## src/sv/vvs_pkg.sv

```systemverilog
package vvs_pkg;

    localparam int GAUGE_BITS = 10;
    localparam int TIMER_BITS = 16;

    localparam int LINK_TO_BITS  = 16;
    localparam int THRESH_BITS   = 10;
    localparam int VENT_TO_BITS  = 16;
    localparam int INTERVAL_BITS = 8;
    localparam int VALVE_BITS    = 5;
    localparam int CFG_DATA_BITS = 16;

    // compare widths wide enough for both operands
    localparam int TCMP_BITS = (TIMER_BITS > VENT_TO_BITS) ? TIMER_BITS : VENT_TO_BITS;
    localparam int GCMP_BITS = (GAUGE_BITS > THRESH_BITS) ? GAUGE_BITS : THRESH_BITS;

    localparam logic [TIMER_BITS-1:0] TIMER_MAX = {TIMER_BITS{1'b1}};

    localparam logic [VALVE_BITS-1:0] VALVE_OUT   = VALVE_BITS'(5'h04);
    localparam logic [VALVE_BITS-1:0] VALVE_SHORT = VALVE_BITS'(5'h10);
    localparam logic [VALVE_BITS-1:0] VALVE_VENT_OPEN = VALVE_OUT | VALVE_SHORT;

    localparam logic [LINK_TO_BITS-1:0]  LINK_TIMEOUT_RST = LINK_TO_BITS'(2000);
    localparam logic [THRESH_BITS-1:0]   VENT_THRESH_RST  = THRESH_BITS'(211);
    localparam logic [VENT_TO_BITS-1:0]  VENT_TIMEOUT_RST = VENT_TO_BITS'(5000);
    localparam logic [INTERVAL_BITS-1:0] VENT_INTVL_RST   = INTERVAL_BITS'(50);

    typedef enum logic [1:0] {
        CFG_LINK_TIMEOUT  = 2'd0,
        CFG_VENT_THRESH   = 2'd1,
        CFG_VENT_TIMEOUT  = 2'd2,
        CFG_VENT_INTERVAL = 2'd3
    } cfg_idx_t;

    typedef struct packed {
        logic [LINK_TO_BITS-1:0]  link_timeout_ticks;
        logic [THRESH_BITS-1:0]   vent_pressure_threshold;
        logic [VENT_TO_BITS-1:0]  vent_timeout_ticks;
        logic [INTERVAL_BITS-1:0] vent_check_interval;
    } cfg_t;

    typedef struct packed {
        logic                  host_activity;
        logic                  trigger_mode_request;
        logic                  vent_request;
        logic                  reset_request;
        logic [VALVE_BITS-1:0] valve_requests;
        logic [3:0]            trigger_lines;
        logic [GAUGE_BITS-1:0] gauge_sample;
    } tick_t;

    typedef struct packed {
        logic [VALVE_BITS-1:0] valve_drive;
        logic                  in_trigger_mode;
        logic                  link_up;
        logic                  venting;
        logic                  force_trigger_bit;
        logic                  clear_reset_bit;
        logic                  clear_vent_bit;
        logic                  clear_valve_bits;
    } result_t;

    typedef struct packed {
        logic                     trigger_mode;
        logic                     link_flag;
        logic [TIMER_BITS-1:0]    idle_count;
        logic                     vent_active;
        logic [TIMER_BITS-1:0]    vent_elapsed;
        logic [INTERVAL_BITS-1:0] check_phase;
        logic [VALVE_BITS-1:0]    valve_state;
    } seq_state_t;

    function automatic logic [TIMER_BITS-1:0] count_up(input logic [TIMER_BITS-1:0] v);
        return (v == TIMER_MAX) ? TIMER_MAX : v + TIMER_BITS'(1);
    endfunction

endpackage

```

## src/sv/vvs_step.sv

```systemverilog
// One tick of the sequencer: next state and result from current state.
module vvs_step
    import vvs_pkg::*;
(
    input  seq_state_t st,
    input  cfg_t       cfg,
    input  tick_t      tk,
    output seq_state_t st_next,
    output result_t    res
);

    logic eff_trig;
    logic started;
    logic gauge_low;
    logic elapsed_over;
    logic p_force;
    logic p_clr_reset;
    logic p_clr_vent;
    logic p_clr_valves;
    logic [TIMER_BITS-1:0]    elapsed_inc;
    logic [INTERVAL_BITS-1:0] phase_inc;

    assign gauge_low = GCMP_BITS'(tk.gauge_sample) <= GCMP_BITS'(cfg.vent_pressure_threshold);

    always_comb
    begin
        st_next      = st;
        eff_trig     = tk.trigger_mode_request;
        started      = 1'b0;
        p_force      = 1'b0;
        p_clr_reset  = 1'b0;
        p_clr_vent   = 1'b0;
        p_clr_valves = 1'b0;
        elapsed_inc  = count_up(st.vent_elapsed);
        phase_inc    = st.check_phase + INTERVAL_BITS'(1);
        elapsed_over = (TCMP_BITS'(elapsed_inc) > TCMP_BITS'(cfg.vent_timeout_ticks))
                       || (elapsed_inc == TIMER_MAX);

        if (st.vent_active)
        begin
            st_next.idle_count   = tk.host_activity ? '0 : count_up(st.idle_count);
            st_next.vent_elapsed = elapsed_inc;
            st_next.check_phase  = phase_inc;
            if (phase_inc >= cfg.vent_check_interval)
            begin
                st_next.check_phase = '0;
                if (gauge_low || elapsed_over)
                begin
                    st_next.vent_active = 1'b0;
                    st_next.valve_state = '0;
                    p_clr_vent          = 1'b1;
                    if (tk.reset_request)
                    begin
                        st_next.trigger_mode = 1'b1;
                        p_force      = 1'b1;
                        p_clr_reset  = 1'b1;
                        p_clr_valves = 1'b1;
                    end
                    else
                    begin
                        st_next.valve_state = tk.valve_requests;
                    end
                end
            end
        end
        else
        begin
            if (!st.trigger_mode)
            begin
                if (tk.host_activity)
                begin
                    st_next.idle_count = '0;
                    st_next.link_flag  = 1'b1;
                end
                else
                begin
                    st_next.idle_count = count_up(st.idle_count);
                    if (TCMP_BITS'(st_next.idle_count) > TCMP_BITS'(cfg.link_timeout_ticks))
                    begin
                        // watchdog expiry acts as a system reset
                        st_next.trigger_mode = 1'b1;
                        st_next.valve_state  = '0;
                        st_next.link_flag    = 1'b0;
                        p_force      = 1'b1;
                        p_clr_reset  = 1'b1;
                        p_clr_valves = 1'b1;
                        eff_trig     = 1'b1;
                    end
                end
            end

            if (eff_trig)
            begin
                if (tk.trigger_lines == 4'd0)
                    st_next.valve_state = '0;
                st_next.trigger_mode = 1'b1;
            end
            else
            begin
                if (st.trigger_mode)
                begin
                    st_next.idle_count   = '0;
                    st_next.trigger_mode = 1'b0;
                    st_next.link_flag    = 1'b1;
                end
                if (tk.vent_request)
                begin
                    if (!gauge_low)
                    begin
                        st_next.valve_state  = VALVE_VENT_OPEN;
                        st_next.vent_active  = 1'b1;
                        st_next.vent_elapsed = '0;
                        st_next.check_phase  = '0;
                        started              = 1'b1;
                    end
                    else
                    begin
                        st_next.valve_state = '0;
                        p_clr_vent          = 1'b1;
                    end
                end
                if (!started)
                begin
                    if (tk.reset_request)
                    begin
                        st_next.trigger_mode = 1'b1;
                        st_next.valve_state  = '0;
                        p_force      = 1'b1;
                        p_clr_reset  = 1'b1;
                        p_clr_valves = 1'b1;
                    end
                    else
                    begin
                        st_next.valve_state = tk.valve_requests;
                    end
                end
            end
        end
    end

    always_comb
    begin
        res.valve_drive       = st_next.valve_state;
        res.in_trigger_mode   = st_next.trigger_mode;
        res.link_up           = st_next.link_flag;
        res.venting           = st_next.vent_active;
        res.force_trigger_bit = p_force;
        res.clear_reset_bit   = p_clr_reset;
        res.clear_vent_bit    = p_clr_vent;
        res.clear_valve_bits  = p_clr_valves;
    end

endmodule

```

## src/sv/valve_mode_and_vent_sequencer_core.sv

```systemverilog
// Channel  | handshake                  | payload
// ---------+----------------------------+-------------------------------------
// tick     | tick_valid / tick_stall    | tick   (tick_t, one ms sample)
// res      | res_valid / res_stall      | res    (result_t, one per tick)
// cfg      | cfg_valid / cfg_ready      | cfg_index (cfg_idx_t), cfg_data (16b)
//
// A tick transfer is captured in the input register, then the step logic
// loads the result register and the sequencer state together. Throughput is
// one tick per clock while res is not stalled.
// The stall on tick is raised only while the input register holds a tick
// and the result register is full and stalled.
// rst_n (async, active low) restores the register defaults, trigger mode,
// link down, no vent, all valves shut. cfg_ready is always high.
module valve_mode_and_vent_sequencer_core
    import vvs_pkg::*;
(
    input  logic                     clk,
    input  logic                     rst_n,

    input  logic                     tick_valid,
    output logic                     tick_stall,
    input  tick_t                    tick,

    output logic                     res_valid,
    input  logic                     res_stall,
    output result_t                  res,

    input  logic                     cfg_valid,
    output logic                     cfg_ready,
    input  cfg_idx_t                 cfg_index,
    input  logic [CFG_DATA_BITS-1:0] cfg_data
);

    // input stage
    logic       tick_valid_reg;
    tick_t      tick_reg;

    // result stage
    logic       res_valid_reg;
    result_t    res_reg;

    // sequencer state and configuration
    seq_state_t state_reg;
    seq_state_t state_next;
    result_t    res_next;
    cfg_t       cfg_reg;

    logic out_free;
    logic advance;
    logic tick_take;

    // Result register can take a new value when empty or being drained.
    assign out_free   = !res_valid_reg || !res_stall;
    assign advance    = tick_valid_reg && out_free;
    assign tick_stall = tick_valid_reg && !out_free;
    assign tick_take  = tick_valid && !tick_stall;

    assign cfg_ready = 1'b1;
    assign res_valid = res_valid_reg;
    assign res       = res_reg;

    vvs_step u_step (
        .st      (state_reg),
        .cfg     (cfg_reg),
        .tk      (tick_reg),
        .st_next (state_next),
        .res     (res_next)
    );

    // input register: refilled on every transfer, emptied when it moves on
    always_ff @(posedge clk or negedge rst_n)
    begin
        if (!rst_n)
            tick_valid_reg <= 1'b0;
        else if (tick_take)
            tick_valid_reg <= 1'b1;
        else if (advance)
            tick_valid_reg <= 1'b0;
    end

    always_ff @(posedge clk)
    begin
        if (tick_take)
            tick_reg <= tick;
    end

    // result register and state commit together
    always_ff @(posedge clk or negedge rst_n)
    begin
        if (!rst_n)
            res_valid_reg <= 1'b0;
        else if (advance)
            res_valid_reg <= 1'b1;
        else if (!res_stall)
            res_valid_reg <= 1'b0;
    end

    always_ff @(posedge clk)
    begin
        if (advance)
            res_reg <= res_next;
    end

    always_ff @(posedge clk or negedge rst_n)
    begin
        if (!rst_n)
        begin
            state_reg.trigger_mode <= 1'b1;
            state_reg.link_flag    <= 1'b0;
            state_reg.idle_count   <= '0;
            state_reg.vent_active  <= 1'b0;
            state_reg.vent_elapsed <= '0;
            state_reg.check_phase  <= '0;
            state_reg.valve_state  <= '0;
        end
        else if (advance)
        begin
            state_reg <= state_next;
        end
    end

    // configuration registers; the user must write them only while idle, the block does not enforce it
    always_ff @(posedge clk or negedge rst_n)
    begin
        if (!rst_n)
        begin
            cfg_reg.link_timeout_ticks      <= LINK_TIMEOUT_RST;
            cfg_reg.vent_pressure_threshold <= VENT_THRESH_RST;
            cfg_reg.vent_timeout_ticks      <= VENT_TIMEOUT_RST;
            cfg_reg.vent_check_interval     <= VENT_INTVL_RST;
        end
        else if (cfg_valid && cfg_ready)
        begin
            unique case (cfg_index)
                CFG_LINK_TIMEOUT:
                    cfg_reg.link_timeout_ticks <= cfg_data[LINK_TO_BITS-1:0];
                CFG_VENT_THRESH:
                    cfg_reg.vent_pressure_threshold <= cfg_data[THRESH_BITS-1:0];
                CFG_VENT_TIMEOUT:
                    cfg_reg.vent_timeout_ticks <= cfg_data[VENT_TO_BITS-1:0];
                CFG_VENT_INTERVAL:
                    cfg_reg.vent_check_interval <= cfg_data[INTERVAL_BITS-1:0];
                default:
                    cfg_reg <= cfg_reg;
            endcase
        end
    end

endmodule

```

## config.mk

```make
export PLATFORM = sky130hd
export DESIGN_NAME = valve_mode_and_vent_sequencer_core
export DESIGN_NICKNAME = d
export VERILOG_FILES = /design/src/sv/vvs_pkg.sv /design/src/sv/vvs_step.sv /design/src/sv/valve_mode_and_vent_sequencer_core.sv
export SDC_FILE = /design/constraint.sdc
export NUM_CORES = 1
export LEC_CHECK = 0
export CAP_MARGIN = 20
export CELL_PAD_IN_SITES_DETAIL_PLACEMENT = 1
export CELL_PAD_IN_SITES_GLOBAL_PLACEMENT = 1
export CORE_ASPECT_RATIO = 1.75
export CORE_MARGIN = 2
export CORE_UTILIZATION = 49
export DETAILED_ROUTE_END_ITERATION = 6
export DONT_BUFFER_PORTS = 1
export PLACE_DENSITY = 0.76
export SYNTH_ARGS = -nofsm -noshare
export SYNTH_HDL_FRONTEND = slang
export SYNTH_SLANG_ARGS = --single-unit
```

## constraint.sdc

```tcl
create_clock -name clk -period 8.5 [get_ports clk]
set_input_delay 1.7 -clock clk [delete_from_list [all_inputs] [get_ports clk]]
set_output_delay 1.7 -clock clk [all_outputs]
set_load 0.05 [all_outputs]
```

==> results.py <==
metrics = {
    "placement": {
        "dp_hpwl_um": 16000,
        "port_buffers": 0,
        "place.gp.congestion": 0.848,
        "dp_slack_ps": 3460,
    },
    "floorplan": {
        "ios": 61,
        "num_rows": 60,
        "die_area_um2": 16800,
        "start_util_pct": 50.1,
        "core-area_um2": 15400,
        "fp.dieW_um": 98.8,
        "die_y_um": 170,
    },
    "sta": {
        "layout_min_cycle_time_ps": 5210,
        "setup_viol": 0,
        "fin_ws_ps": 3290,
        "period_share_pct": 61.3,
        "skew_ps": 17.1,
        "hold_ws_ps": 507,
        "rsz0062_at_grt": "no",
        "worst_pin_slew_ps": 1000,
        "clock.fmax_mhz": 192,
        "fin_setup_tns_ps": 0,
        "final-max-slew-violation-count": 0,
        "relSlewSlack_pct": 33.3,
        "hold_violations": 0,
    },
    "grt": {
        "grt_use_total_pct": 27.0,
        "grt_max_degree": 101,
        "grt_pass1_vias": 6550,
        "grt_pass1_wl_um": 34900,
        "grt-ovfl-total": 0,
        "antenna_found_initial": 1,
    },
    "routing": {
        "drt_first_pass_iters": 5,
        "drt-wirelength-per-cell_um": 22.6,
        "vias": 5923,
        "wl_um": 21600,
        "ant_nets": 0,
        "drc": 0,
        "drtIter0Drc": 282,
        "drt-vias-per-instance": 6.20,
    },
    "clock_tree": {
        "post_cts_buffers": 0,
        "cts_buffers": 17,
        "h-tree-depth": 4,
        "cts_resized": 0,
        "clock-root-buffer": "clkbuf_16",
        "cts.sinks": 133,
        "clock_latency_ps": 440,
        "cts_buffer_depth": 2,
        "cts_hold_buf": 0,
        "cts.clk_slew.worst_paths_ps": 60,
        "cts_tree": "done",
    },
    "job": {
        "drv_cap": 0,
    },
    "worst_setup_path": {
        "critical_path_required_ps": 8860,
        "slowest_stage": "o21ai_2",
        "path_common_cell": "and3_1",
        "critical_path_class": "register to register",
        "crit_chain": "ha_1 > and3_1 > and3_1 > and3_1 > nand3_1 > o21a_1 > nand2_1 > ha_1 > nand4_1 > nor4_1 > o21ai_0 > a31oi_1 > nor3_1 > o21ai_2 > mux2_2",
        "cp_max_fo": 23,
        "cp-end-kind": "register",
        "crit_buf_inv": 0,
        "critPathLaunchType": "register",
        "critPathArrivalTime_ps": 5570,
        "crit_family": "simple AND/OR/NAND/NOR gates",
        "max_stage_delay_ps": 800,
    },
    "cells_and_area": {
        "area_growth_pct": 9.59,
        "final_core_util_pct": 54.9,
        "largest_register_ff_count": 50,
        "regArea_um2": 3520,
        "multi_input_area_um2": 3790,
        "fillers": 1644,
        "drive_above_1_share_pct": 15.2,
        "fin_nets": 855,
    },
    "outcome": {
        "status": "finished clean",
    },
    "power": {
        "vdd_ir_drop_max_uv": 149,
        "p_seq_share_pct": 41.0,
        "p_leak_nw": 3.77,
        "switchingPower_w": 0.000778,
        "p_int_w": 0.00148,
        "comb_power_share_pct": 24.4,
        "clockPowerShare_pct": 34.5,
        "pwr_density_cell_nw_per_um2": 267,
        "power_switching_share_pct": 34.5,
    },
    "yosys": {
        "synth_nets": 864,
        "ys_ff_latch": 133,
        "avgSynthCellArea_um2": 10.1,
        "syn-cell-area_um2": 7710,
        "synthCells": 765,
        "yosysSeqAreaShare_pct": 45.6,
        "ys_types": 70,
        "synth-async-reset-ratio_pct": 75.2,
        "synth_warnings": 0,
        "synth-main-ff-cell": "dfrtp_1",
        "synth_edf_count": 33,
    },
    "hold_path": {
        "hold_path_class": "register to register",
    },
}
cells in the mapped netlist, drive strengths merged, types with 7 or more instances:
cell type / count / share of area, %
dfrtp: 80 / 26
nand2: 79 / 3.9
inv: 68 / 3.3
o21ai: 58 / 3.9
ha: 53 / 8.6
mux2: 39 / 5.7
edfxtp: 33 / 13
nor2: 32 / 1.6
a21oi: 28 / 1.8
a22o: 27 / 3.1
nand3: 27 / 1.9
dfstp: 20 / 6.8
clkbuf: 19 / 0.93
nand4: 15 / 1.3
buf: 13 / 0.97
xor2: 12 / 1.4
and3: 10 / 0.81
nand2b: 10 / 0.81
nor2b: 10 / 0.81
nor3: 10 / 0.65
xnor2: 10 / 1.1
a21o: 9 / 0.88
or2: 7 / 0.57
kinds of logic after synthesis:
group,synth area share (%)
adder cells (fa/ha/maj),8.60
multiplexers,6.27
flip-flops,45.6
buffers and inverters,5.21
XOR/XNOR,2.50
other,0.0486
AO/OA/AOI/OAI,16.4
AND/OR/NAND/NOR,15.3
final cells by class:
type / instances / area share (%)
tap: 186 / 2.75
multi-input combinational: 532 / 44.9
clock inverter: 15 / 2.25
sequential: 133 / 41.6
clock buffer: 17 / 5.04
timing repair buffer: 4 / 0.355
inverter: 68 / 3.02
antenna: 1 / 0.0296
layer usage:
metal | track usage [%] | part of all wire [%] | up-vias
met5 | 0 | 0 | -
met4 | 13.0 | 3.8 | 0
met3 | 4.93 | 3.3 | 45
met2 | 50.7 | 57 | 124
met1 | 28.3 | 36 | 3007
li1 | - | - | 2747
worst paths after layout:
kind	start	end	slack [ps]	cells past startpoint
min reg2reg	tick_valid_reg	res_valid	510	1
max reg2reg	state_reg[30]	state_reg[5]	3290	15
min	tick_valid_reg	res_valid	510	1
max	state_reg[30]	state_reg[5]	3290	15
min in group asynchronous	rst_n	state_reg[11]	970	0
max in group asynchronous	rst_n	cfg_reg[17]	7270	0
stage by stage:
step                      instances  total power, W  instance area (µm²)
after global placement          923         0.00143                 7830
after CTS                       955         0.00227                 8450
after global routing            956         0.00238                 8450
final                           956         0.00226                 8450
after detailed placement        923         0.00148                 7830
after floorplan                 765         0.00132                 7710
power by group through the flow:
| stage | clock, W | sequential (W) | combinational, W |
|---|---|---|---|
| floorplan | 0 | 0.000895 | 0.000422 |
| global route | 0.000815 | 0.000939 | 0.000623 |
| finish | 0.000779 | 0.000925 | 0.000551 |
| CTS | 0.000790 | 0.000925 | 0.000553 |
| global placement | 0 | 0.000926 | 0.000501 |
| detailed placement | 0 | 0.000935 | 0.000542 |
cells in the final DEF, fill, tap and decap left out, types with 6 or more instances in the layout:
cell       count
inv_1         68
a21oi_1       28
xor2_1        12
nand2b_1      10
nor2_1        32
ha_1          53
nor3_1        10
a22o_1        27
nor2b_1       10
clkbuf_16     17
nand4_1       14
and3_1        10
dfrtp_1       80
o21a_1         6
dfstp_2       20
o21ai_0       55
edfxtp_1      33
xnor2_1       10
nand2_1       78
or2_2          7
mux2_2        38
nand3_1       25
a21o_1         9
Note: power is estimated with default switching activity, not from simulation.
